==> src/rtl/core/assert_macros.svh <==
// ---------------------------------------------------------------------------
// assertion helpers for the soma area rtl, included by sas_seq
// ---------------------------------------------------------------------------
`ifndef ASSERT_MACROS_SVH
`define ASSERT_MACROS_SVH

// same-cycle implication, checked on every rising edge outside reset
`define SAS_ASSERT_IMP(label, ante, cons, msg) \
  label: assert property (@(posedge clk) disable iff (!rst_n) (ante) |-> (cons)) \
    else $error(msg);

// next-cycle implication
`define SAS_ASSERT_NXT(label, ante, cons, msg) \
  label: assert property (@(posedge clk) disable iff (!rst_n) (ante) |=> (cons)) \
    else $error(msg);

`endif

==> src/rtl/core/sas_pkg.sv <==
`timescale 1ns / 1ps
// ---------------------------------------------------------------------------
// sas_pkg
// Types, widths and constants of the soma surface area unit.
// ---------------------------------------------------------------------------
package sas_pkg;

  localparam int COUNT_WIDTH_DEF = 16;
  localparam int FRAC_BITS_DEF   = 16;

  localparam int POS_W    = 32;
  localparam int DIA_W    = 32;
  localparam int KIND_W   = 3;
  localparam int AREA_W   = 48;
  localparam int STAT_W   = 3;

  // shared multiplier operands, product and accumulator
  localparam int OPW      = 34;
  localparam int PROD_W   = 2 * OPW;
  localparam int ACC_W    = 104;

  // root unit: radicand and root widths
  localparam int RAD_W    = PROD_W;
  localparam int ROOT_W   = RAD_W / 2;
  localparam int REM_W    = ROOT_W + 2;

  // pi in Q2.32, rounded
  localparam int PI_FRAC  = 32;
  localparam logic [OPW-1:0] PI_Q = 34'h3_243F_6A89;

  localparam logic [AREA_W-1:0] AREA_MAX = {AREA_W{1'b1}};

  localparam logic [KIND_W-1:0] KIND_UNDEF   = 3'd0;
  localparam logic [KIND_W-1:0] KIND_SINGLE  = 3'd1;
  localparam logic [KIND_W-1:0] KIND_THREE   = 3'd2;
  localparam logic [KIND_W-1:0] KIND_CYL     = 3'd3;
  localparam logic [KIND_W-1:0] KIND_CONTOUR = 3'd4;

  localparam logic [STAT_W-1:0] STAT_OK         = 3'd0;
  localparam logic [STAT_W-1:0] STAT_BAD_SINGLE = 3'd1;
  localparam logic [STAT_W-1:0] STAT_BAD_THREE  = 3'd2;
  localparam logic [STAT_W-1:0] STAT_CONTOUR    = 3'd3;
  localparam logic [STAT_W-1:0] STAT_UNDEF      = 3'd4;

  localparam int NEED_SINGLE = 1;
  localparam int NEED_THREE  = 3;
  localparam int MIN_CYL     = 2;

  typedef enum logic [1:0] {
    SH_0,
    SH_2,
    SH_34
  } sh_t;

  typedef struct packed {
    logic issue;
    logic clr;
    sh_t  sh;
  } mac_cmd_t;

  typedef struct packed {
    logic [AREA_W-1:0] area;
    logic [STAT_W-1:0] status;
    logic              sat;
  } res_t;

  typedef enum logic [4:0] {
    S_IDLE,
    S_DIFF,
    S_SQ_X,
    S_SQ_Y,
    S_SQ_Z,
    S_SQ_D,
    S_WAIT_N,
    S_SQRT_GO,
    S_SQRT,
    S_MUL_P,
    S_WAIT_P,
    S_SQ_R,
    S_WAIT_R,
    S_LATCH,
    S_PI_LO,
    S_PI_HI,
    S_WAIT_Q,
    S_ROUND,
    S_ACCUM,
    S_POST,
    S_EMIT
  } state_t;

endpackage

==> src/rtl/core/sas_mac.sv <==
`timescale 1ns / 1ps
// ---------------------------------------------------------------------------
// sas_mac
// Shared multiply-accumulate unit: registered 34x34 product, then a shifted
// add into a wide accumulator on the following cycle.
// ---------------------------------------------------------------------------
module sas_mac (
  input  logic                      clk,
  input  logic                      rst_n,
  input  sas_pkg::mac_cmd_t         cmd,
  input  logic [sas_pkg::OPW-1:0]   op_a,
  input  logic [sas_pkg::OPW-1:0]   op_b,
  output logic [sas_pkg::ACC_W-1:0] acc
);
  import sas_pkg::*;

  logic [PROD_W-1:0] prod_r;
  logic              v_r;
  logic              clr_r;
  sh_t               sh_r;
  logic [ACC_W-1:0]  acc_r;
  logic [ACC_W-1:0]  acc_nxt;
  logic [ACC_W-1:0]  prod_ext;
  logic [ACC_W-1:0]  addend;

  always_comb begin
    prod_ext = ACC_W'(prod_r);
    case (sh_r)
      SH_0:    addend = prod_ext;
      SH_2:    addend = prod_ext << 2;
      SH_34:   addend = prod_ext << OPW;
      default: addend = prod_ext;
    endcase
    acc_nxt = (clr_r ? '0 : acc_r) + addend;
  end

  always_ff @(posedge clk) begin
    if (!rst_n) begin
      v_r <= 1'b0;
    end else begin
      v_r <= cmd.issue;
    end
  end

  always_ff @(posedge clk) begin
    prod_r <= PROD_W'(op_a) * PROD_W'(op_b);
    clr_r  <= cmd.clr;
    sh_r   <= cmd.sh;
    if (v_r) begin
      acc_r <= acc_nxt;
    end
  end

  assign acc = acc_r;

endmodule

==> config.mk <==
export PLATFORM = sky130hd
export DESIGN_NAME = sas_mac
export DESIGN_NICKNAME = d
export VERILOG_FILES = /design/src/rtl/core/assert_macros.svh /design/src/rtl/core/sas_pkg.sv /design/src/rtl/core/sas_mac.sv
export SDC_FILE = /design/constraint.sdc
export NUM_CORES = 2
export LEC_CHECK = 0
export BUFFER_PORTS_ARGS = -buffer_cell sky130_fd_sc_hd__buf_4
export CORE_AREA = 2 2 338 340
export CTS_CLUSTER_SIZE = 8
export DETAILED_ROUTE_END_ITERATION = 10
export DIE_AREA = 0 0 340 342
export GPL_ROUTABILITY_DRIVEN = 0
export PLACE_DENSITY = 0.64
export SLEW_MARGIN = 15
export SYNTH_ARGS = -nofsm -noshare
export SYNTH_HDL_FRONTEND = slang
export SYNTH_SLANG_ARGS = --single-unit
==> constraint.sdc <==
create_clock -name clk -period 17.9 [get_ports clk]
set_input_delay 1.79 -clock clk [delete_from_list [all_inputs] [get_ports clk]]
set_output_delay 1.79 -clock clk [all_outputs]
set_load 0.05 [all_outputs]
==> impl_metrics.json <==
{
  "hp-class": "reg2reg",
  "synth-xor-area-share_pct": 2.86,
  "synth-edff-count": 104,
  "synth-simple-area-share_pct": 17.6,
  "die_w_um": 340,
  "synth-compound-area-share_pct": 9.35,
  "status": "finished clean",
  "r2r_cells": 18,
  "ys_warn_count": 0,
  "min_period_ns": 9.53,
  "cp_common_cell": "fa_1",
  "fillCellCount": 10858,
  "cp_data_arrival_time_ns": 9.91,
  "dpl.cell_count": 7037,
  "postCtsSetupBuffers": 0,
  "dieArea_sq_um": 116000,
  "clock_skew_ns": 0.0104,
  "fin_tns_setup_ns": 0,
  "wire_per_inst_um": 21.9,
  "ioPinCount": 178,
  "r2r_slack_ns": 12.00,
  "grt_max_degree": 105,
  "crit_fanout": 34,
  "ys_top_cells_by_area": "fa_1 (41%), ha_1 (9.7%), inv_1 (8.2%), and2_1 (7.0%), edfxtp_1 (6.2%)",
  "via_per_inst": 5.47,
  "dr_total_vias": 38694,
  "rsz0062_at_grt": "false",
  "die_y_um": 342,
  "grt_usage_pct": 27.0,
  "crit_type": "in2reg",
  "slew_headroom_pct": 31.7,
  "fin_cells": 7069,
  "area_growth_pct": 5.28,
  "clk_latency_ns": 0.47,
  "grt_pass1_vias": 40584,
  "start_util_pct": 44.4,
  "cpPeakStageDelay_ns": 0.56,
  "max_freq_mhz": 105,
  "drt_iter0_markers": 3272,
  "htree_levels": 4,
  "finalHoldViolations": 0,
  "ys_ff_latch": 176,
  "n_antenna_cell": 0,
  "ys_types": 93,
  "syn_nets": 7147,
  "worst_setup_path_start_kind": "primary input",
  "routed_wirelength_mm": 155,
  "fin_util_pct": 46.7,
  "synthFlopType": "edfxtp_1",
  "worst_pin_slew_ns": 1.02,
  "crit_slowest_cell": "fa_1",
  "grt_antenna_before_repair": 3,
  "drive_above_1_share_pct": 4.68,
  "synth_async_sr_flop_share_pct": 0,
  "cts_root_buf": "clkbuf_16",
  "ant_nets": 0,
  "final_max_slew_viol_count": 0,
  "cts_made_buffers": 17,
  "critPathCapture": "prod_r[65]",
  "cp-startpoint": "op_a[16]",
  "min_period_over_period_pct": 53.2,
  "yosysSeqAreaShare_pct": 9.09,
  "cts_tree": "done",
  "drc": 0,
  "grt_pass1_wl_mm": 241,
  "syn_area_sq_um": 50200,
  "hpwlAfterDp_mm": 120,
  "synth_top_cell_by_area": "fa_1",
  "timing.rr.start": "sh_r[0]",
  "synth_top_family_by_area": "adder cells",
  "synth_cells": 5664,
  "rows": 124,
  "core_area_sq_um": 113000,
  "r2r-end": "acc[102]",
  "synth_area_per_cell_sq_um": 8.87,
  "cts.sinks": 176,
  "synthAdderAreaFrac_pct": 50.4,
  "hold_buffers": 0,
  "yosys.area.top_type_share_pct": 40.7,
  "fin_nets": 7027,
  "drt_pre_antenna_iters": 6,
  "crit_required_ns": 18.29,
  "port_buffers": 177,
  "synthMuxAreaShare_pct": 0.0424,
  "post_cts_resized": 0,
  "cap_violations": 0,
  "setup_viol": 0,
  "overflow": 0,
  "cp-end-kind": "flop",
  "cts.path.max_buffers": 2,
  "clk_pin_slew_ns": 0.07
}
-- Yosys cell counts (25+ instances only) --
cell,instances
and2_1,565
clkbuf_1,290
inv_1,1095
nand2_1,819
a22o_1,33
nor2_1,103
o21ai_0,137
xnor2_1,95
a22oi_1,37
edfxtp_1,104
nand3_1,29
nor2b_1,118
a21o_1,85
dfxtp_1,72
ha_1,388
nand4_1,63
xor2_1,69
o21bai_1,36
buf_2,25
fa_1,1021
a21oi_1,209
-- sequential cells by signal (all words and copies together), names as in the netlist --
register,count
acc,104
prod_r,68
sh_r,2
clr_r,1
v_r,1
-- cell usage in the layout, fill, tap and decap left out, drive strengths merged, types with 5 or more instances in the layout --
cell type,n
o31a,7
edfxtp,104
buf,183
a211o,6
nor2b,118
or2,8
xor2,69
a21o,87
inv,1104
or3,9
o21bai,37
dfxtp,72
o31ai,10
a221oi,8
o21ai,153
and2,565
a22o,33
o21a,21
a22oi,37
nand4,65
xnor2,95
a21oi,211
nor3,24
clkbuf,23
a21boi,15
nand3,29
a211oi,12
nand2b,15
fa,1021
nand2,819
ha,388
o211ai,13
nor2,104
o221ai,5
and3,11
a31oi,19
-- final cells by class --
type / count / area [sq um] / area share [%]
tap: 1512 / 1890 / 3.58
inverter: 1095 / 4110 / 7.77
multi-input combinational: 4071 / 40300 / 76.3
clock inverter: 9 / 73.8 / 0.140
sequential: 176 / 4570 / 8.65
clock buffer: 23 / 533 / 1.01
timing repair buffer: 183 / 1370 / 2.60
-- through the flow --
stage	setup slack, ns	hold WS [ns]	instance area [sq um]
3_3_place_gp	8.23	0.717	52300
6_report	8.37	0.754	52900
2_1_floorplan	9.02	0.646	50200
4_1_cts	8.54	0.766	52900
3_5_place_dp	8.08	0.749	52300
5_1_grt	8.06	0.793	52900
-- worst max-delay path, delay by kind of cell --
kind / cells / cell delay [ns]
xor+xnor: 1 / 0.19
simple gates: 2 / 0.35
fa+ha+maj: 9 / 4.53
compound gates: 9 / 2.32
buf+inv: 6 / 0.70
-- kinds of logic after synthesis --
logic type / after synthesis
xor+xnor: 164
flops: 176
simple gates: 1784
fa+ha+maj: 1409
mux: 2
compound gates: 712
buf+inv: 1417
-- worst min path at each step --
stage          startpoint        to  slack, ns  cells past startpoint
6_report         acc[102]  acc[102]       0.75                      2
5_1_grt         prod_r[0]    acc[0]       0.79                      2
4_1_cts          acc[102]  acc[102]       0.77                      2
3_5_place_dp     acc[102]  acc[102]       0.75                      2
3_3_place_gp     acc[102]  acc[102]       0.72                      2
2_1_floorplan   prod_r[0]    acc[0]       0.65                      2
-- layer usage --
layer | GRT usage [%] | part of all wire [%] | up-vias | wire length, um
li1 | - | - | 17111 | -
met1 | 36.7 | 42 | 19510 | 64400
met2 | 43.2 | 46 | 1777 | 70600
met3 | 5.69 | 9.2 | 296 | 14300
met4 | 8.59 | 3.6 | 0 | 5600
met5 | 0 | 0 | - | 0
Power is left out: the tool's default activity adds up to more than one toggle a clock period on the data nets, which glitch-free logic cannot reach.
