--- src/rtl/core/assert_macros.svh ---
// ---------------------------------------------------------------------------
// assertion helpers for the soma area rtl, included by sas_seq
// ---------------------------------------------------------------------------
`ifndef ASSERT_MACROS_SVH
`define ASSERT_MACROS_SVH

// same-cycle implication, checked on every rising edge outside reset
`define SAS_ASSERT_IMP(label, ante, cons, msg) \
  label: assert property (@(posedge clk) disable iff (!rst_n) (ante) |-> (cons)) \
    else $error(msg);

// next-cycle implication
`define SAS_ASSERT_NXT(label, ante, cons, msg) \
  label: assert property (@(posedge clk) disable iff (!rst_n) (ante) |=> (cons)) \
    else $error(msg);

`endif

--- src/rtl/core/sas_pkg.sv ---
`timescale 1ns / 1ps
// ---------------------------------------------------------------------------
// sas_pkg
// Types, widths and constants of the soma surface area unit.
// ---------------------------------------------------------------------------
package sas_pkg;

  localparam int COUNT_WIDTH_DEF = 16;
  localparam int FRAC_BITS_DEF   = 16;

  localparam int POS_W    = 32;
  localparam int DIA_W    = 32;
  localparam int KIND_W   = 3;
  localparam int AREA_W   = 48;
  localparam int STAT_W   = 3;

  // shared multiplier operands, product and accumulator
  localparam int OPW      = 34;
  localparam int PROD_W   = 2 * OPW;
  localparam int ACC_W    = 104;

  // root unit: radicand and root widths
  localparam int RAD_W    = PROD_W;
  localparam int ROOT_W   = RAD_W / 2;
  localparam int REM_W    = ROOT_W + 2;

  // pi in Q2.32, rounded
  localparam int PI_FRAC  = 32;
  localparam logic [OPW-1:0] PI_Q = 34'h3_243F_6A89;

  localparam logic [AREA_W-1:0] AREA_MAX = {AREA_W{1'b1}};

  localparam logic [KIND_W-1:0] KIND_UNDEF   = 3'd0;
  localparam logic [KIND_W-1:0] KIND_SINGLE  = 3'd1;
  localparam logic [KIND_W-1:0] KIND_THREE   = 3'd2;
  localparam logic [KIND_W-1:0] KIND_CYL     = 3'd3;
  localparam logic [KIND_W-1:0] KIND_CONTOUR = 3'd4;

  localparam logic [STAT_W-1:0] STAT_OK         = 3'd0;
  localparam logic [STAT_W-1:0] STAT_BAD_SINGLE = 3'd1;
  localparam logic [STAT_W-1:0] STAT_BAD_THREE  = 3'd2;
  localparam logic [STAT_W-1:0] STAT_CONTOUR    = 3'd3;
  localparam logic [STAT_W-1:0] STAT_UNDEF      = 3'd4;

  localparam int NEED_SINGLE = 1;
  localparam int NEED_THREE  = 3;
  localparam int MIN_CYL     = 2;

  typedef enum logic [1:0] {
    SH_0,
    SH_2,
    SH_34
  } sh_t;

  typedef struct packed {
    logic issue;
    logic clr;
    sh_t  sh;
  } mac_cmd_t;

  typedef struct packed {
    logic [AREA_W-1:0] area;
    logic [STAT_W-1:0] status;
    logic              sat;
  } res_t;

  typedef enum logic [4:0] {
    S_IDLE,
    S_DIFF,
    S_SQ_X,
    S_SQ_Y,
    S_SQ_Z,
    S_SQ_D,
    S_WAIT_N,
    S_SQRT_GO,
    S_SQRT,
    S_MUL_P,
    S_WAIT_P,
    S_SQ_R,
    S_WAIT_R,
    S_LATCH,
    S_PI_LO,
    S_PI_HI,
    S_WAIT_Q,
    S_ROUND,
    S_ACCUM,
    S_POST,
    S_EMIT
  } state_t;

endpackage

--- src/rtl/core/sas_sqrt.sv ---
`timescale 1ns / 1ps
// ---------------------------------------------------------------------------
// sas_sqrt
// Integer square root, restoring digit by digit, one root bit per cycle.
// ---------------------------------------------------------------------------
module sas_sqrt (
  input  logic                       clk,
  input  logic                       rst_n,
  input  logic                       start,
  input  logic [sas_pkg::RAD_W-1:0]  rad,
  output logic                       done,
  output logic [sas_pkg::ROOT_W-1:0] root
);
  import sas_pkg::*;

  localparam int CNT_W = $clog2(ROOT_W);
  localparam logic [CNT_W-1:0] CNT_LAST = CNT_W'(ROOT_W - 1);

  logic              busy_r;
  logic              done_r;
  logic [CNT_W-1:0]  cnt_r;
  logic [RAD_W-1:0]  rad_r;
  logic [REM_W-1:0]  rem_r;
  logic [ROOT_W-1:0] root_r;

  logic [REM_W+1:0]  rem_sh;
  logic [REM_W+1:0]  trial;
  logic [REM_W+1:0]  diff;
  logic              ge;
  logic [REM_W-1:0]  rem_nxt;
  logic [ROOT_W-1:0] root_nxt;

  always_comb begin
    // bring down the next two radicand bits
    rem_sh   = {rem_r, rad_r[RAD_W-1 -: 2]};
    trial    = (REM_W+2)'({root_r, 2'b01});
    ge       = (rem_sh >= trial);
    diff     = rem_sh - trial;
    rem_nxt  = ge ? diff[REM_W-1:0] : rem_sh[REM_W-1:0];
    root_nxt = {root_r[ROOT_W-2:0], ge};
  end

  always_ff @(posedge clk) begin
    if (!rst_n) begin
      busy_r <= 1'b0;
      done_r <= 1'b0;
      cnt_r  <= '0;
    end else begin
      done_r <= 1'b0;
      if (start) begin
        busy_r <= 1'b1;
        cnt_r  <= '0;
      end else if (busy_r) begin
        cnt_r <= cnt_r + 1'b1;
        if (cnt_r == CNT_LAST) begin
          busy_r <= 1'b0;
          done_r <= 1'b1;
        end
      end
    end
  end

  always_ff @(posedge clk) begin
    if (start) begin
      rad_r  <= rad;
      rem_r  <= '0;
      root_r <= '0;
    end else if (busy_r) begin
      rad_r  <= rad_r << 2;
      rem_r  <= rem_nxt;
      root_r <= root_nxt;
    end
  end

  assign done = done_r;
  assign root = root_r;

endmodule

--- config.mk ---
export PLATFORM = sky130hd
export DESIGN_NAME = sas_sqrt
export DESIGN_NICKNAME = d
export VERILOG_FILES = /design/src/rtl/core/assert_macros.svh /design/src/rtl/core/sas_pkg.sv /design/src/rtl/core/sas_sqrt.sv
export SDC_FILE = /design/constraint.sdc
export NUM_CORES = 1
export LEC_CHECK = 0
export ABC_CLOCK_PERIOD_IN_PS = 3300
export CORE_MARGIN = 4
export CORE_UTILIZATION = 50
export CTS_CLUSTER_DIAMETER = 80
export DETAILED_ROUTE_END_ITERATION = 8
export DONT_BUFFER_PORTS = 1
export PLACE_DENSITY = 0.64
export SETUP_SLACK_MARGIN = 0.5
export SKIP_LAST_GASP = 1
export SLEW_MARGIN = 0
export SYNTH_ARGS = -nofsm -noshare
export SYNTH_HDL_FRONTEND = slang
export SYNTH_SLANG_ARGS = --single-unit
--- constraint.sdc ---
create_clock -name clk -period 3.3 [get_ports clk]
set_input_delay 0 -clock clk [delete_from_list [all_inputs] [get_ports clk]]
set_output_delay 0 -clock clk [all_outputs]
set_load 0.005 [all_outputs]
==> impl_metrics.py, run 1 <==
metrics = {
    "cts": {
        "clk_pin_slew_worst_paths_ns": 0.07,
        "cts_root_cell": "clkbuf_16",
        "cts.sinks": 146,
        "ctsHtreeMaxLevel": 4,
        "cts-root-to-sink-buffers": 2,
        "worstSkewPairLatency_ns": 0.42,
        "cts_tree": "yes",
        "cts_inserted_buffers": 17,
    },
    "critical_path": {
        "worst_ep_arrival_time_ns": 3.27,
        "worstSetupStartpoint": "root[3]$_SDFFE_PP0P_",
        "r2r_cells": 13,
        "critical_path.startpoint_type": "flop",
        "cp_common_cell": "a21oi_4",
        "r2r_slack_ns": 0.30,
        "critPathKind": "flop to flop",
        "critPathCaptureType": "flop",
        "timing.rr.end": "rem_r[10]$_SDFFE_PP0P_",
        "worstPathRequired_ns": 3.57,
        "critical-path-top-delay-family": "compound AO/OA/AOI/OAI gates",
        "crit-reg2reg-launch": "root[3]$_SDFFE_PP0P_",
        "library_cell_contributing_the_largest_single_delay_on_the_critical_path": "a2111oi_4",
        "total_buffers_and_inverters_traversed_by_the_critical_path": 3,
        "highest_net_fanout_along_the_worst_path": 5,
        "delay_of_the_slowest_cell_on_the_worst_path_ns": 0.41,
        "timing.critical_path.cells": "inv_1 -> ha_4 -> o211ai_1 -> a21oi_4 -> o21ai_4 -> a2111oi_4 -> o2111ai_2 -> a31o_4 -> a21oi_4 -> buf_6 -> buf_12 -> mux2i_2 -> a211oi_1",
    },
    "logic_synthesis": {
        "synth_flop_cell": "dfxtp_1",
        "postSynthRegisterBits": 146,
        "synth_edf_count": 68,
        "synth_fp_nets": 902,
        "post_synth_num_cell_types": 60,
        "syn_avg_cell_area_um2": 10.1,
        "yosys_warnings": 0,
        "seq_area_frac_synth": 0.448,
        "syn-instance-count": 793,
        "synth-async-reset-ratio": 0,
        "synth_area_um2": 8040,
    },
    "timing": {
        "report.final.slew_viol_count": 0,
        "finalClockSkew_ns": 0.00958,
        "grt_setup_unrepaired": "yes",
        "max_transition_margin": 0.430,
        "setup-violations-final": 0,
        "timing.final.crit_share": 0.909,
        "fmax_achieved_ghz": 0.333,
        "setup-tns-final_ns": 0,
        "setup_ws_ns": 0.299,
        "max_slew.worst_pin.slew_ns": 0.855,
        "final_hold_viol_count": 0,
        "fin_crit_ns": 3.00,
    },
    "route": {
        "vias": 6370,
        "post-route-drc-count": 0,
        "via_per_inst": 5.66,
        "wl_mm": 19.9,
        "met1_length_mm": 8.15,
        "avgRoutedWirePerCell_um": 17.7,
        "route.top_layer_used": "met4",
        "routed_wl_met3_mm": 1.22,
        "first_iter_violations": 500,
        "antenna_violating_nets_remaining": 0,
        "detail_route.first_pass.iterations": 7,
        "met2WireLength_mm": 10.2,
    },
    "cells_and_area": {
        "layout_common_cells": "85 x nor2_1, 82 x dlygate4sd3_1, 68 x edfxtp_1",
        "final_common_cell": "nor2_1",
        "post_route_cells_drive_above_1_share": 0.271,
        "nets": 1006,
        "filler_cell_count": 1209,
        "final_design_area_no_fill_um2": 10500,
        "area_growth_pct": 30.1,
        "num_antenna_cells": 0,
        "final_cells": 1126,
    },
    "floorplanning": {
        "die_w_um": 135,
        "placeable_core_region_um2": 15800,
        "die_h_um": 135,
        "boundaryPins": 106,
        "starting_density": 0.508,
        "die_area_um2": 18200,
        "number_of_core_rows": 46,
    },
    "min_path": {
        "hold-path-cell-count": 2,
        "worstHoldPathType": "input port to flop",
        "min_to": "rem_r[34]$_SDFFE_PP0P_",
        "hp_start": "start",
    },
    "placement": {
        "placement.io_buffers": 0,
        "finalWeightedCongestion": 0.943,
        "pre_cts_ws_ns": 0.121,
        "dpl-instance-area_um2": 8310,
        "dpl.cell_count": 983,
        "hpwlAfterDp_mm": 11.8,
    },
    "power": {
        "design_power_total_mw": 7.94,
        "power.switching_fraction": 0.370,
        "power_frac_seq": 0.282,
        "comb_power_share": 0.485,
        "pint_mw": 5.00,
        "ir_worst_vdd_uv": 547,
        "power.share.clock": 0.233,
        "power_density_nw_per_um2": 759,
        "leakage_power_nw": 4.01,
        "total_switching_power_mw": 2.93,
    },
    "global_routing": {
        "initial_antenna_violation_count": 0,
        "grt_start_max_net_pins": 128,
        "global_route.usage.total": 0.215,
        "grt_pass1_wl_mm": 31.5,
        "grt_remaining_overflow": 0,
        "grt_pass1_vias": 6497,
    },
    "status": {
        "run_status": "finished, final reports clean",
    },
    "run": {
        "timing.max_cap.violations": 0,
    },
}
-- metal layers --
metal	track usage	vias to the layer above
li1	-	3058
met1	0.258	3053
met2	0.370	221
met3	0.0604	38
met4	0.0764	0
met5	0	-
-- final cells by class --
cell class | count | area, um2 | share of cell area
multi-input combinational | 557 | 4540 | 0.434
clock buffer | 20 | 447 | 0.0427
timing repair buffer | 126 | 1240 | 0.118
tap | 216 | 270 | 0.0258
sequential | 146 | 3660 | 0.350
inverter | 49 | 186 | 0.0178
clock inverter | 12 | 113 | 0.0108
-- worst register-to-register path: stages (launching register included) --
cell	delay (ns)
dfxtp_4	0.37
inv_1	0.07
ha_4	0.29
o211ai_1	0.12
a21oi_4	0.18
o21ai_4	0.10
a2111oi_4	0.41
o2111ai_2	0.20
a31o_4	0.31
a21oi_4	0.18
buf_6	0.17
buf_12	0.13
mux2i_2	0.23
a211oi_1	0.10
-- power groups by stage --
stage	combinational [mW]	clock, mW	sequential [mW]
after floorplan	2.24	0	2.22
after global placement	2.70	0	2.25
after detailed placement	2.75	0	2.25
after CTS	3.26	1.89	2.23
after global routing	4.13	1.97	2.25
final	3.85	1.85	2.23
-- worst max-delay path by stage --
stage | endpoint | slack [ns] | cells after the start
6_report | rem_r[10]$_SDFFE_PP0P_ | 0.30 | 13
5_1_grt | rem_r[10]$_SDFFE_PP0P_ | 0.17 | 13
4_1_cts | rem_r[3]$_SDFFE_PP0P_ | 0.40 | 11
3_5_place_dp | rem_r[24]$_SDFFE_PP0P_ | 0.12 | 13
3_3_place_gp | rem_r[24]$_SDFFE_PP0P_ | 0.20 | 13
2_1_floorplan | rem_r[12]$_SDFFE_PP0P_ | 0.50 | 14
-- cells by family after synthesis --
family	count (synthesis)	synth area share
mux	114	0.152
fa+ha+maj	38	0.0592
flops	146	0.448
compound gates	166	0.142
simple gates	204	0.114
xor+xnor	35	0.0381
buf+inv	90	0.0455
-- metrics by stage --
step	util	hold slack, ns
6_report	0.661	0.0318
4_1_cts	0.643	0.0573
3_5_place_dp	0.525	0.0910
2_1_floorplan	-	0.128
3_3_place_gp	0.525	0.0906
5_1_grt	0.661	0.0780
-- synth_stat cells, types with 3 or more instances --
| cell | count | share of area |
|---|---|---|
| inv_1 | 49 | 0.023 |
| mux2i_1 | 47 | 0.059 |
| nand2b_1 | 5 | 0.0039 |
| nor3b_1 | 3 | 0.0028 |
| clkbuf_1 | 20 | 0.0093 |
| o21ai_1 | 6 | 0.0037 |
| dfxtp_1 | 78 | 0.19 |
| and3_1 | 5 | 0.0039 |
| a211oi_2 | 3 | 0.0047 |
| a311oi_1 | 11 | 0.012 |
| o21a_1 | 3 | 0.0028 |
| nor3_1 | 7 | 0.0044 |
| xnor2_1 | 24 | 0.026 |
| a21oi_1 | 53 | 0.033 |
| and2_1 | 5 | 0.0039 |
| o21bai_1 | 3 | 0.0028 |
| nand3_1 | 6 | 0.0037 |
| a211oi_1 | 20 | 0.019 |
| nand2_1 | 57 | 0.027 |
| a21o_1 | 14 | 0.013 |
| xor2_1 | 11 | 0.012 |
| mux2_2 | 66 | 0.092 |
| o21ai_0 | 24 | 0.015 |
| buf_1 | 11 | 0.0051 |
| o2111ai_1 | 4 | 0.0044 |
| nand4_1 | 7 | 0.0054 |
| a31oi_1 | 6 | 0.0047 |
| buf_2 | 7 | 0.0044 |
| nor2b_1 | 4 | 0.0031 |
| nor2_1 | 89 | 0.042 |
| or3_1 | 5 | 0.0039 |
| edfxtp_1 | 68 | 0.25 |
| ha_1 | 38 | 0.059 |
| o211ai_1 | 4 | 0.0037 |
-- sequential cells by signal, indices dropped and copies added (netlist names) --
| name | flops |
|---|---|
| rem_r | 36 |
| busy_r | 1 |
| done | 1 |
| cnt_r | 6 |
| rad_r | 68 |
| root | 34 |
-- timing repair --
action                                 4_1_cts  5_1_grt
gates cloned                                 1        3
setup endpoints to repair                   37       37
endpoints found under the hold margin      146        0
hold buffers                                83        0
pin swaps                                   22       36
buffers inserted                            13       11
resized for setup                           75       42
No activity file was read; power rests on OpenSTA's default activity.
==> run 2: changes to the inputs <==
- ABC_CLOCK_PERIOD_IN_PS: 3300 -> 3400
- clock period: 3.3 -> 3.4 ns (I/O delays scaled with it)
==> run 2 against run 1 <==
The run now ends with negative hold slack left. Via count increased by 6.0%. Register-to-register slack improved by 0.09 ns. First-iteration DRC count decreased by 12%. Die area unchanged. Largest cell class unchanged. Total power decreased by 2.6%. Sequential power decreased by 2%. Global-route usage increased by 2.3 points. Non-clock buffer count increased by 84. Sequential share of layout area decreased by 2.6 points. Critical path depth decreased by 1. Core utilization increased by 4.9 points. Cell area increased by 7.4%.
==> impl_metrics.py, run 2 (synthesis gave the netlist of run 1 again) <==
metrics = {
    "timing": {
        "final_hold_viol_count": 36,
        "max_transition_margin": 0.542,
        "setup-tns-final_ns": 0,
        "max_slew.worst_pin.slew_ns": 0.687,
        "setup_ws_ns": 0.390,
        "grt_setup_unrepaired": "yes",
        "hold-worst-slack_ns": -0.357,
        "finalClockSkew_ns": 0.00914,
        "setup-violations-final": 0,
        "fin_crit_ns": 3.01,
        "fmax_achieved_ghz": 0.332,
        "report.final.slew_viol_count": 0,
        "timing.final.crit_share": 0.885,
    },
    "cells_and_area": {
        "post_route_cells_drive_above_1_share": 0.238,
        "utilization": 0.710,
        "largest_register": "rad_r",
        "final_cells": 1210,
        "num_antenna_cells": 0,
        "area_growth_pct": 39.8,
        "final_design_area_no_fill_um2": 11200,
        "nets": 1090,
        "layout_common_cells": "172 x dlygate4sd3_1, 88 x nor2_1, 68 x edfxtp_1",
        "largest_register_ffs": 68,
        "final_common_cell": "dlygate4sd3_1",
    },
    "cts": {
        "cts_root_cell": "clkbuf_16",
        "cts-root-to-sink-buffers": 2,
        "cts.sinks": 146,
        "cts_tree": "yes",
        "clk_pin_slew_worst_paths_ns": 0.07,
        "ctsHtreeMaxLevel": 4,
        "cts_inserted_buffers": 17,
        "post_cts_hold_buffer_count": 172,
        "worstSkewPairLatency_ns": 0.43,
    },
    "critical_path": {
        "timing.critical_path.cells": "inv_1 -> ha_4 -> nand2_2 -> or4_4 -> a2111oi_4 -> o2111ai_2 -> a31o_4 -> a21o_1 -> buf_6 -> and2_1 -> o21ai_1 -> a21oi_1",
        "critical-path-top-delay-family": "compound AO/OA/AOI/OAI gates",
        "r2r_slack_ns": 0.39,
        "critical_path.startpoint_type": "flop",
        "library_cell_contributing_the_largest_single_delay_on_the_critical_path": "or4_4",
        "critPathKind": "flop to flop",
        "worstPathRequired_ns": 3.71,
        "delay_of_the_slowest_cell_on_the_worst_path_ns": 0.53,
        "worst_ep_arrival_time_ns": 3.32,
        "total_buffers_and_inverters_traversed_by_the_critical_path": 2,
        "highest_net_fanout_along_the_worst_path": 6,
        "critPathCaptureType": "flop",
    },
    "global_routing": {
        "grt_pass1_wl_mm": 34.8,
        "grt_start_max_net_pins": 141,
        "initial_antenna_violation_count": 0,
        "global_route.usage.total": 0.237,
        "grt_pass1_vias": 6849,
        "grt_remaining_overflow": 0,
    },
    "power": {
        "power.switching_fraction": 0.370,
        "pint_mw": 4.87,
        "power_frac_seq": 0.282,
        "power_density_nw_per_um2": 688,
        "design_power_total_mw": 7.73,
        "power.share.clock": 0.242,
        "ir_worst_vdd_uv": 566,
        "comb_power_share": 0.476,
        "total_switching_power_mw": 2.86,
        "leakage_power_nw": 4.41,
    },
    "placement": {
        "placement.io_buffers": 0,
        "pre_cts_ws_ns": 0.226,
        "dpl-instance-area_um2": 8270,
        "dpl.cell_count": 985,
        "hpwlAfterDp_mm": 11.8,
        "finalWeightedCongestion": 0.930,
    },
    "min_path": {
        "worstHoldPathType": "input port to flop",
    },
    "floorplanning": {
        "die_w_um": 135,
        "die_area_um2": 18200,
        "starting_density": 0.508,
        "die_h_um": 135,
        "boundaryPins": 106,
        "number_of_core_rows": 46,
        "placeable_core_region_um2": 15800,
    },
    "route": {
        "post-route-drc-count": 0,
        "detail_route.first_pass.iterations": 5,
        "via_per_inst": 5.58,
        "first_iter_violations": 442,
        "vias": 6750,
        "antenna_violating_nets_remaining": 0,
        "wl_mm": 21.5,
        "avgRoutedWirePerCell_um": 17.8,
    },
    "status": {
        "run_status": "finished, violations left",
        "failed_checks": "negative hold slack",
    },
    "run": {
        "timing.max_cap.violations": 0,
    },
}
[run 2: power groups by stage]
stage	Sequential (mW)	Clock [mW]	Combinational (mW)
after global routing	2.20	1.99	3.96
after global placement	2.18	0	2.57
after CTS	2.16	1.90	3.38
after detailed placement	2.19	0	2.62
after floorplan	2.15	0	2.16
final	2.18	1.87	3.68
[run 2: repair_timing]
| action | in CTS | in global routing |
|---|---|---|
| endpoints found under the hold margin | 146 | 36 |
| setup buffers | 15 | 3 |
| gates resized for setup | 67 | 44 |
| pin swaps | 32 | 16 |
| cloned | 3 | 0 |
| endpoints found under the setup margin | 37 | 37 |
[run 2: worst reg2reg max path: stages (launching register included)]
cell and delay [ns]:
dfxtp_2 0.33, inv_1 0.06, ha_4 0.29, nand2_2 0.08
or4_4 0.53, a2111oi_4 0.36, o2111ai_2 0.16, a31o_4 0.28
a21o_1 0.23, buf_6 0.17, and2_1 0.18, o21ai_1 0.15
a21oi_1 0.09
[run 2: final timing paths]
kind                    startpoint                endpoint  cells past startpoint
min reg2reg  cnt_r[5]$_SDFFE_PP0P_         done$_SDFF_PP0_                      2
min                          start  rem_r[30]$_SDFFE_PP0P_                      1
max reg2reg  root[20]$_SDFFE_PP0P_  rem_r[24]$_SDFFE_PP0P_                     12
max          root[20]$_SDFFE_PP0P_  rem_r[24]$_SDFFE_PP0P_                     12
[run 2: final cells by class]
type | count | area, um2
repair buffers | 210 | 2050
clock inverters | 15 | 161
fillers | 1102 | 4590
clock buffers | 17 | 425
multi-input cells | 557 | 4500
well taps | 216 | 270
flip-flops and latches | 146 | 3640
inverters | 49 | 186
[run 2: routing by layer]
layer | up-vias | GRT usage | part of all wire
met1 | 3258 | 0.302 | 0.42
met3 | 36 | 0.0641 | 0.061
li1 | 3229 | - | -
met4 | 0 | 0.0633 | 0.016
met2 | 227 | 0.401 | 0.50
met5 | - | 0 | 0
