$ cat src/rtl/core/assert_macros.svh
// ---------------------------------------------------------------------------
// assertion helpers for the soma area rtl, included by sas_seq
// ---------------------------------------------------------------------------
`ifndef ASSERT_MACROS_SVH
`define ASSERT_MACROS_SVH

// same-cycle implication, checked on every rising edge outside reset
`define SAS_ASSERT_IMP(label, ante, cons, msg) \
  label: assert property (@(posedge clk) disable iff (!rst_n) (ante) |-> (cons)) \
    else $error(msg);

// next-cycle implication
`define SAS_ASSERT_NXT(label, ante, cons, msg) \
  label: assert property (@(posedge clk) disable iff (!rst_n) (ante) |=> (cons)) \
    else $error(msg);

`endif

$ cat src/rtl/core/sas_pkg.sv
`timescale 1ns / 1ps
// ---------------------------------------------------------------------------
// sas_pkg
// Types, widths and constants of the soma surface area unit.
// ---------------------------------------------------------------------------
package sas_pkg;

  localparam int COUNT_WIDTH_DEF = 16;
  localparam int FRAC_BITS_DEF   = 16;

  localparam int POS_W    = 32;
  localparam int DIA_W    = 32;
  localparam int KIND_W   = 3;
  localparam int AREA_W   = 48;
  localparam int STAT_W   = 3;

  // shared multiplier operands, product and accumulator
  localparam int OPW      = 34;
  localparam int PROD_W   = 2 * OPW;
  localparam int ACC_W    = 104;

  // root unit: radicand and root widths
  localparam int RAD_W    = PROD_W;
  localparam int ROOT_W   = RAD_W / 2;
  localparam int REM_W    = ROOT_W + 2;

  // pi in Q2.32, rounded
  localparam int PI_FRAC  = 32;
  localparam logic [OPW-1:0] PI_Q = 34'h3_243F_6A89;

  localparam logic [AREA_W-1:0] AREA_MAX = {AREA_W{1'b1}};

  localparam logic [KIND_W-1:0] KIND_UNDEF   = 3'd0;
  localparam logic [KIND_W-1:0] KIND_SINGLE  = 3'd1;
  localparam logic [KIND_W-1:0] KIND_THREE   = 3'd2;
  localparam logic [KIND_W-1:0] KIND_CYL     = 3'd3;
  localparam logic [KIND_W-1:0] KIND_CONTOUR = 3'd4;

  localparam logic [STAT_W-1:0] STAT_OK         = 3'd0;
  localparam logic [STAT_W-1:0] STAT_BAD_SINGLE = 3'd1;
  localparam logic [STAT_W-1:0] STAT_BAD_THREE  = 3'd2;
  localparam logic [STAT_W-1:0] STAT_CONTOUR    = 3'd3;
  localparam logic [STAT_W-1:0] STAT_UNDEF      = 3'd4;

  localparam int NEED_SINGLE = 1;
  localparam int NEED_THREE  = 3;
  localparam int MIN_CYL     = 2;

  typedef enum logic [1:0] {
    SH_0,
    SH_2,
    SH_34
  } sh_t;

  typedef struct packed {
    logic issue;
    logic clr;
    sh_t  sh;
  } mac_cmd_t;

  typedef struct packed {
    logic [AREA_W-1:0] area;
    logic [STAT_W-1:0] status;
    logic              sat;
  } res_t;

  typedef enum logic [4:0] {
    S_IDLE,
    S_DIFF,
    S_SQ_X,
    S_SQ_Y,
    S_SQ_Z,
    S_SQ_D,
    S_WAIT_N,
    S_SQRT_GO,
    S_SQRT,
    S_MUL_P,
    S_WAIT_P,
    S_SQ_R,
    S_WAIT_R,
    S_LATCH,
    S_PI_LO,
    S_PI_HI,
    S_WAIT_Q,
    S_ROUND,
    S_ACCUM,
    S_POST,
    S_EMIT
  } state_t;

endpackage

$ cat src/rtl/core/sas_seq.sv
`timescale 1ns / 1ps
`include "assert_macros.svh"
// ---------------------------------------------------------------------------
// sas_seq
// Sequencer and soma state: drives the shared multiplier and the root unit
// through the frustum and sphere formulae, keeps the running sum.
// ---------------------------------------------------------------------------
module sas_seq #(
  parameter int COUNT_WIDTH = sas_pkg::COUNT_WIDTH_DEF,
  parameter int FRAC_BITS   = sas_pkg::FRAC_BITS_DEF
) (
  input  logic                              clk,
  input  logic                              rst_n,
  input  logic                              in_valid,
  output logic                              in_ready,
  input  logic signed [sas_pkg::POS_W-1:0]  in_pos_x,
  input  logic signed [sas_pkg::POS_W-1:0]  in_pos_y,
  input  logic signed [sas_pkg::POS_W-1:0]  in_pos_z,
  input  logic [sas_pkg::DIA_W-1:0]         in_diameter,
  input  logic                              in_last_sample,
  input  logic [sas_pkg::KIND_W-1:0]        kind,
  output logic                              res_valid,
  output sas_pkg::res_t                     res,
  input  logic                              res_ready,
  output sas_pkg::mac_cmd_t                 mac_cmd,
  output logic [sas_pkg::OPW-1:0]           mac_a,
  output logic [sas_pkg::OPW-1:0]           mac_b,
  input  logic [sas_pkg::ACC_W-1:0]         mac_acc,
  output logic                              sqrt_start,
  output logic [sas_pkg::RAD_W-1:0]         sqrt_rad,
  input  logic                              sqrt_done,
  input  logic [sas_pkg::ROOT_W-1:0]        sqrt_root
);
  import sas_pkg::*;

  // diameters carry one extra fraction bit against radii, hence the extra 2
  localparam int SEG_SH = PI_FRAC + 2 + FRAC_BITS;
  localparam int SPH_SH = PI_FRAC + FRAC_BITS;
  localparam logic [ACC_W-1:0] ONE_ACC  = {{(ACC_W-1){1'b0}}, 1'b1};
  localparam logic [ACC_W-1:0] HALF_SEG = ONE_ACC << (SEG_SH - 1);
  localparam logic [ACC_W-1:0] HALF_SPH = ONE_ACC << (SPH_SH - 1);
  localparam logic [COUNT_WIDTH-1:0] CNT_MAX = {COUNT_WIDTH{1'b1}};

  function automatic logic [POS_W-1:0] abs_sdiff(input logic [POS_W-1:0] a,
                                                 input logic [POS_W-1:0] b);
    logic [POS_W:0] d;
    logic [POS_W:0] n;
    d = {a[POS_W-1], a} - {b[POS_W-1], b};
    n = ~d + 1'b1;
    return d[POS_W] ? n[POS_W-1:0] : d[POS_W-1:0];
  endfunction

  function automatic logic [DIA_W-1:0] abs_udiff(input logic [DIA_W-1:0] a,
                                                 input logic [DIA_W-1:0] b);
    return (a > b) ? (a - b) : (b - a);
  endfunction

  state_t state_r;
  state_t state_nxt;

  logic [POS_W-1:0]       x_r, y_r, z_r;
  logic [DIA_W-1:0]       dia_r;
  logic                   last_r;
  logic [POS_W-1:0]       px_r, py_r, pz_r;
  logic [DIA_W-1:0]       pd_r;
  logic [DIA_W-1:0]       first_r;
  logic [POS_W-1:0]       mx_r, my_r, mz_r;
  logic [DIA_W-1:0]       md_r;
  logic [DIA_W:0]         sumd_r;
  logic [PROD_W-1:0]      op_r;
  logic                   sph_r;
  logic [AREA_W-1:0]      term_r;
  logic                   tsat_r;
  res_t                   res_r;

  logic [COUNT_WIDTH-1:0] count_r, count_nxt, count_inc;
  logic [AREA_W-1:0]      area_sum_r, area_sum_nxt;
  logic                   ovf_r, ovf_nxt;

  logic [AREA_W:0]        sum_wide;
  logic                   sum_ovf;
  logic [ACC_W-1:0]       rnd;
  logic [ACC_W-1:0]       rnd_sh;
  logic                   rsat;
  logic [AREA_W-1:0]      rterm;
  logic                   sphere_go;
  res_t                   post_res;
  logic                   first_smp;

  assign first_smp = (count_r == '0);
  assign count_inc = (count_r == CNT_MAX) ? count_r : count_r + 1'b1;

  // rounding of the pi-scaled product
  always_comb begin
    rnd    = mac_acc + (sph_r ? HALF_SPH : HALF_SEG);
    rnd_sh = sph_r ? (rnd >> SPH_SH) : (rnd >> SEG_SH);
    rsat   = |rnd_sh[ACC_W-1:AREA_W];
    rterm  = rsat ? AREA_MAX : rnd_sh[AREA_W-1:0];
  end

  always_comb begin
    sum_wide = {1'b0, area_sum_r} + {1'b0, term_r};
    sum_ovf  = tsat_r | sum_wide[AREA_W];
  end

  // result once the closing sample is in
  always_comb begin
    sphere_go = 1'b0;
    post_res  = '{area: '0, status: STAT_OK, sat: 1'b0};
    case (kind)
      KIND_SINGLE: begin
        if (count_inc == COUNT_WIDTH'(NEED_SINGLE)) begin
          sphere_go = 1'b1;
        end else begin
          post_res.status = STAT_BAD_SINGLE;
        end
      end
      KIND_THREE: begin
        if (count_inc == COUNT_WIDTH'(NEED_THREE)) begin
          sphere_go = 1'b1;
        end else begin
          post_res.status = STAT_BAD_THREE;
        end
      end
      KIND_CYL: begin
        if (count_inc >= COUNT_WIDTH'(MIN_CYL)) begin
          post_res.area = area_sum_r;
          post_res.sat  = ovf_r;
        end
      end
      KIND_CONTOUR: post_res.status = STAT_CONTOUR;
      default:      post_res.status = STAT_UNDEF;
    endcase
  end

  // next state
  always_comb begin
    state_nxt = state_r;
    case (state_r)
      S_IDLE:    if (in_valid) state_nxt = S_DIFF;
      S_DIFF:    state_nxt = first_smp ? S_POST : S_SQ_X;
      S_SQ_X:    state_nxt = S_SQ_Y;
      S_SQ_Y:    state_nxt = S_SQ_Z;
      S_SQ_Z:    state_nxt = S_SQ_D;
      S_SQ_D:    state_nxt = S_WAIT_N;
      S_WAIT_N:  state_nxt = S_SQRT_GO;
      S_SQRT_GO: state_nxt = S_SQRT;
      S_SQRT:    if (sqrt_done) state_nxt = S_MUL_P;
      S_MUL_P:   state_nxt = S_WAIT_P;
      S_WAIT_P:  state_nxt = S_LATCH;
      S_SQ_R:    state_nxt = S_WAIT_R;
      S_WAIT_R:  state_nxt = S_LATCH;
      S_LATCH:   state_nxt = S_PI_LO;
      S_PI_LO:   state_nxt = S_PI_HI;
      S_PI_HI:   state_nxt = S_WAIT_Q;
      S_WAIT_Q:  state_nxt = S_ROUND;
      S_ROUND:   state_nxt = sph_r ? S_EMIT : S_ACCUM;
      S_ACCUM:   state_nxt = S_POST;
      S_POST: begin
        if (!last_r) begin
          state_nxt = S_IDLE;
        end else if (sphere_go) begin
          state_nxt = S_SQ_R;
        end else begin
          state_nxt = S_EMIT;
        end
      end
      S_EMIT:    if (res_ready) state_nxt = S_IDLE;
      default:   state_nxt = S_IDLE;
    endcase
  end

  // outputs of the sequencer
  always_comb begin
    in_ready   = 1'b0;
    res_valid  = 1'b0;
    sqrt_start = 1'b0;
    mac_cmd    = '{issue: 1'b0, clr: 1'b0, sh: SH_0};
    mac_a      = '0;
    mac_b      = '0;
    case (state_r)
      S_IDLE: in_ready = 1'b1;
      S_SQ_X: begin
        mac_cmd = '{issue: 1'b1, clr: 1'b1, sh: SH_2};
        mac_a   = OPW'(mx_r);
        mac_b   = OPW'(mx_r);
      end
      S_SQ_Y: begin
        mac_cmd = '{issue: 1'b1, clr: 1'b0, sh: SH_2};
        mac_a   = OPW'(my_r);
        mac_b   = OPW'(my_r);
      end
      S_SQ_Z: begin
        mac_cmd = '{issue: 1'b1, clr: 1'b0, sh: SH_2};
        mac_a   = OPW'(mz_r);
        mac_b   = OPW'(mz_r);
      end
      S_SQ_D: begin
        mac_cmd = '{issue: 1'b1, clr: 1'b0, sh: SH_0};
        mac_a   = OPW'(md_r);
        mac_b   = OPW'(md_r);
      end
      S_SQRT_GO: sqrt_start = 1'b1;
      S_MUL_P: begin
        mac_cmd = '{issue: 1'b1, clr: 1'b1, sh: SH_0};
        mac_a   = OPW'(sumd_r);
        mac_b   = sqrt_root;
      end
      S_SQ_R: begin
        mac_cmd = '{issue: 1'b1, clr: 1'b1, sh: SH_0};
        mac_a   = OPW'(first_r);
        mac_b   = OPW'(first_r);
      end
      S_PI_LO: begin
        mac_cmd = '{issue: 1'b1, clr: 1'b1, sh: SH_0};
        mac_a   = op_r[OPW-1:0];
        mac_b   = PI_Q;
      end
      S_PI_HI: begin
        mac_cmd = '{issue: 1'b1, clr: 1'b0, sh: SH_34};
        mac_a   = op_r[PROD_W-1:OPW];
        mac_b   = PI_Q;
      end
      S_EMIT: res_valid = 1'b1;
      default: ;
    endcase
  end

  assign sqrt_rad = mac_acc[RAD_W-1:0];
  assign res      = res_r;

  // soma state
  always_comb begin
    count_nxt    = count_r;
    area_sum_nxt = area_sum_r;
    ovf_nxt      = ovf_r;
    case (state_r)
      S_ACCUM: begin
        area_sum_nxt = sum_ovf ? AREA_MAX : sum_wide[AREA_W-1:0];
        ovf_nxt      = ovf_r | sum_ovf;
      end
      S_POST: count_nxt = count_inc;
      S_EMIT: begin
        if (res_ready) begin
          count_nxt    = '0;
          area_sum_nxt = '0;
          ovf_nxt      = 1'b0;
        end
      end
      default: ;
    endcase
  end

  always_ff @(posedge clk) begin
    if (!rst_n) begin
      state_r    <= S_IDLE;
      count_r    <= '0;
      area_sum_r <= '0;
      ovf_r      <= 1'b0;
      sph_r      <= 1'b0;
    end else begin
      state_r    <= state_nxt;
      count_r    <= count_nxt;
      area_sum_r <= area_sum_nxt;
      ovf_r      <= ovf_nxt;
      if (state_r == S_DIFF) begin
        sph_r <= 1'b0;
      end else if (state_r == S_POST) begin
        sph_r <= sphere_go;
      end
    end
  end

  always_ff @(posedge clk) begin
    if (in_valid && in_ready) begin
      x_r    <= in_pos_x;
      y_r    <= in_pos_y;
      z_r    <= in_pos_z;
      dia_r  <= in_diameter;
      last_r <= in_last_sample;
    end
    case (state_r)
      S_DIFF: begin
        mx_r   <= abs_sdiff(x_r, px_r);
        my_r   <= abs_sdiff(y_r, py_r);
        mz_r   <= abs_sdiff(z_r, pz_r);
        md_r   <= abs_udiff(dia_r, pd_r);
        sumd_r <= {1'b0, dia_r} + {1'b0, pd_r};
        if (first_smp) begin
          first_r <= dia_r;
        end
      end
      S_LATCH: op_r <= mac_acc[PROD_W-1:0];
      S_ROUND: begin
        term_r <= rterm;
        tsat_r <= rsat;
        if (sph_r) begin
          res_r <= '{area: rterm, status: STAT_OK, sat: rsat};
        end
      end
      S_POST: begin
        px_r  <= x_r;
        py_r  <= y_r;
        pz_r  <= z_r;
        pd_r  <= dia_r;
        res_r <= post_res;
      end
      default: ;
    endcase
  end

  `SAS_ASSERT_NXT(a_accept_starts_diff, in_valid && in_ready, state_r == S_DIFF,
    "accepted beat did not start a sample")
  `SAS_ASSERT_IMP(a_root_done_waited, sqrt_done, state_r == S_SQRT,
    "root finished while the sequencer was not waiting for it")
  `SAS_ASSERT_IMP(a_ovf_pins_sum, ovf_r, area_sum_r == AREA_MAX,
    "overflow flag set with an unclamped sum")
  `SAS_ASSERT_IMP(a_empty_soma_clear, count_r == '0, area_sum_r == '0 && !ovf_r,
    "empty soma holds a stale sum")

endmodule

$ cat config.mk
export PLATFORM = sky130hd
export DESIGN_NAME = sas_seq
export DESIGN_NICKNAME = d
export VERILOG_FILES = /design/src/rtl/core/sas_pkg.sv /design/src/rtl/core/sas_seq.sv
export VERILOG_INCLUDE_DIRS = /design/src /design/src/rtl/core
export SDC_FILE = /design/constraint.sdc
export NUM_CORES = 1
export LEC_CHECK = 0
export ABC_AREA = 0
export ABC_CLOCK_PERIOD_IN_PS = 14400
export BUFFER_PORTS_ARGS = -buffer_cell sky130_fd_sc_hd__buf_2
export CAP_MARGIN = 5
export CORE_UTILIZATION = 27
export DETAILED_ROUTE_END_ITERATION = 7
export GPL_ROUTABILITY_DRIVEN = 0
export PLACE_DENSITY = 0.54
export SYNTH_ARGS = -nofsm -noshare
export SYNTH_HDL_FRONTEND = slang
export SYNTH_SLANG_ARGS = --single-unit
$ cat constraint.sdc
create_clock -name clk -period 14.4 [get_ports clk]
set_clock_uncertainty 0.15 [all_clocks]
set_input_delay 0.72 -clock clk [delete_from_list [all_inputs] [get_ports clk]]
set_output_delay 0.72 -clock clk [all_outputs]
set_load 0.01 [all_outputs]
==> results.sh <==
export IMPL_placedInstanceArea_mm2=0.0459
export IMPL_number_of_flops_mapped_to_enable_cells_by_yosys=618
export IMPL_timing_critical_path_to_type="flop"
export IMPL_final_layout_size_suffix_gt1_frac=0.157
export IMPL_clk_latency_ps=710
export IMPL_floorplan_initialDensity=0.273
export IMPL_syn_nets=4600
export IMPL_cts_root_buf="clkbuf_16"
export IMPL_vias_post_dr=33800
export IMPL_remaining_drc_errors=0
export IMPL_p_per_area_mw_per_mm2=170
export IMPL_grt_antenna_before_repair=16
export IMPL_fmax_mhz=171
export IMPL_maxCapViolations=0
export IMPL_timing_setup_tns_ps=0
export IMPL_io_pins=470
export IMPL_hold_removal_path_class="in -> reg"
export IMPL_vias_per_cell=5.04
export IMPL_die_area_mm2=0.156
export IMPL_yosysUniqueCellTypes=92
export IMPL_io_buffers=469
export IMPL_cts_buffers_inserted=87
export IMPL_ys_flop_type="edfxtp_1"
export IMPL_post_dp_hpwl_um=111000
export IMPL_coreArea_mm2=0.152
export IMPL_first_global_vias=32100
export IMPL_critPathMaxStageDelay_ps=690
export IMPL_cp_start_kind="flop"
export IMPL_met2_usage_grt=0.290
export IMPL_place_ws_ps=8660
export IMPL_grt_use_total=0.182
export IMPL_grt_max_degree=91
export IMPL_r2r_worst_path_cells=15
export IMPL_area_growth_pct=20.9
export IMPL_area_fraction_of_the_dominant_cell_type_after_synthesis=0.446
export IMPL_setup_viol=0
export IMPL_report_final_hold_viol_count=0
export IMPL_fillCellCount=15600
export IMPL_gr_total_overflow=0
export IMPL_design_final_nets=5121
export IMPL_synth_yosys_warnings=0
export IMPL_top_usage_layer="met2"
export IMPL_final_max_slew_viol_count=0
export IMPL_drt_initial_drc_count=3434
export IMPL_ys_seq_elements=689
export IMPL_period_needed_ps=5840
export IMPL_grt_setup_unrepaired="false"
export IMPL_timing_worst_slew_pin_value_ps=1290
export IMPL_vdd_drop_max_mv=0.106
export IMPL_final_min_period_over_clock_period=0.406
export IMPL_utilization=0.330
export IMPL_cts_buffer_depth=3
export IMPL_arrival_ps=6140
export IMPL_placement_rows=143
export IMPL_clock_sinks=689
export IMPL_routed_wl_um=145000
export IMPL_postLayoutSetupSlackWorst_ps=8560
export IMPL_crit_slowest_cell="dfxtp_4"
export IMPL_setup_worst_path_class="reg -> reg"
export IMPL_critical_path_max_fanout=37
export IMPL_mostFrequentLayoutCell="edfxtp_1"
export IMPL_cts_tree="yes"
export IMPL_worst_setup_hold_path_clk_slew_ps=60
export IMPL_drt_pre_antenna_iters=8
export IMPL_timing_critical_path_cells="clkinv_1 -> ha_1 -> a21o_1 -> nor2b_1 -> nand4_1 -> nor4b_2 -> nand3_1 -> or2_1 -> nor2_1 -> and3_1 -> o21ai_1 -> a211o_1 -> buf_4 -> a311o_1 -> a22o_1"
export IMPL_synth_cell_area_mm2=0.0416
export IMPL_sequential_fraction_of_the_synthesis_area=0.480
export IMPL_worst_endpoint_required_ps=14700
export IMPL_result_of_the_run="complete, no violations"
export IMPL_dieHeight_um=394
export IMPL_ys_async_sr_fraction=0
export IMPL_die_x_um=394
export IMPL_whs_ps=62.7
export IMPL_postSynthCellCount=4072
export IMPL_cts_htree_levels=3
export IMPL_postRouteAntennaNets=0
export IMPL_groute_layer_met3_usage=0.0287
export IMPL_postSynthAreaPerCell_um2=10.2
export IMPL_min_delay_path_depth=1
export IMPL_first_pass_grt_wire_length_um=210000
export IMPL_slew_headroom=0.139
export IMPL_synthTopCellsByArea="edfxtp_1, ha_1, xnor2_1"
export IMPL_yosysTopAreaCell="edfxtp_1"
export IMPL_design_area_mm2=0.0503
export IMPL_cellLeakagePower_nw=20.2
export IMPL_post_cts_resized=0
export IMPL_layout_cells_most_common_list="edfxtp_1, buf_2, nand2_1"
export IMPL_wl_per_cell_um=21.6
export IMPL_grt_util_met1=0.245
==> per-stage QoR <==
| stage | cells | power (mW) |
|---|---|---|
| 6_report | 6702 | 8.57 |
| 5_1_grt | 6699 | 9.04 |
| 4_1_cts | 6695 | 8.66 |
| 3_5_place_dp | 6391 | 6.32 |
| 3_3_place_gp | 6391 | 6.30 |
| 2_1_floorplan | 4072 | 5.12 |
==> kinds of logic after synthesis <==
kind of cell,after synthesis,share of synthesized area
xor gates and xnor gates,317,0.0668
and+or+nand+nor,1177,0.137
buffers and inverters,524,0.0536
DFF,689,0.480
AOI/OAI and AO/OA,1077,0.177
muxes,35,0.00848
adders and majority gates,253,0.0774
==> worst paths after layout <==
| path | from | to | slack [ps] |
|---|---|---|---|
| max | sph_r$_SDFFE_PP0P_ | res[8]$_DFFE_PP_ | 8560 |
| max reg2reg | sph_r$_SDFFE_PP0P_ | res[8]$_DFFE_PP_ | 8560 |
| min | mac_acc[20] | op_r[20]$_DFFE_PP_ | 60 |
| min reg2reg | x_r[0]$_DFFE_PP_ | px_r[0]$_DFFE_PP_ | 300 |
==> layer usage <==
| layer | up-vias | share of wire |
|---|---|---|
| met4 | 0 | 0.039 |
| met1 | 16300 | 0.45 |
| li1 | 16000 | - |
| met5 | - | 0 |
| met2 | 1289 | 0.45 |
| met3 | 216 | 0.062 |
==> what timing repair did <==
action	CTS	global route
setup buffers	0	0
endpoints found under the hold margin	143	0
hold buffers	143	0
==> report_power, final <==
group          total, mW  internal [mW]  switching (mW)  leakage, nW
registers           3.20           2.86           0.340         6.09
logic               3.12           1.12            2.00         12.7
clock network       2.25           1.31           0.942         1.42
==> synthesized netlist by cell type, drive strengths merged, types with 11 or more instances <==
cell    count
edfxtp    618
nand2     397
inv       286
a21oi     281
ha        246
nor2      229
xnor2     216
o21ai     177
clkbuf    155
nand3     124
a21o      110
xor2      101
buf        79
dfxtp      71
nor3       71
o21bai     62
nand4      57
a22o       53
nand2b     46
nor2b      45
a22oi      43
or2        42
a221oi     40
a31oi      36
and3       35
mux2i      33
a222oi     32
and2       31
o21a       31
o31ai      29
or3        26
o311a      23
a211oi     21
nor4       21
a31o       20
o211ai     20
a21boi     11
and4       11
or4        11
==> area by class of cell <==
cell class / instances / area [um2] / share of cell area
inverters: 290 / 1090 / 0.0217
flip-flops and latches: 689 / 20000 / 0.397
well taps: 2030 / 2540 / 0.0505
multi-input cells: 2859 / 19500 / 0.388
clock inverters: 52 / 621 / 0.0123
diodes: 7 / 17.5 / 0.000348
clock buffers: 109 / 2340 / 0.0465
repair buffers: 666 / 4180 / 0.0832
==> state kept, by name, summed over array words and instances, names as in the netlist, 48 cells and up <==
name and count:
area_sum_r 48, term_r 48, res 52, op_r 68
==> worst max-delay path, delay by kind of cell, from the launching register on <==
family          cells  cell delay, ps
compound gates      5            1350
fa+ha+maj           1             440
buf+inv             2             810
flops               1             690
simple gates        7            2070
No activity file was read; power rests on OpenSTA's default activity.
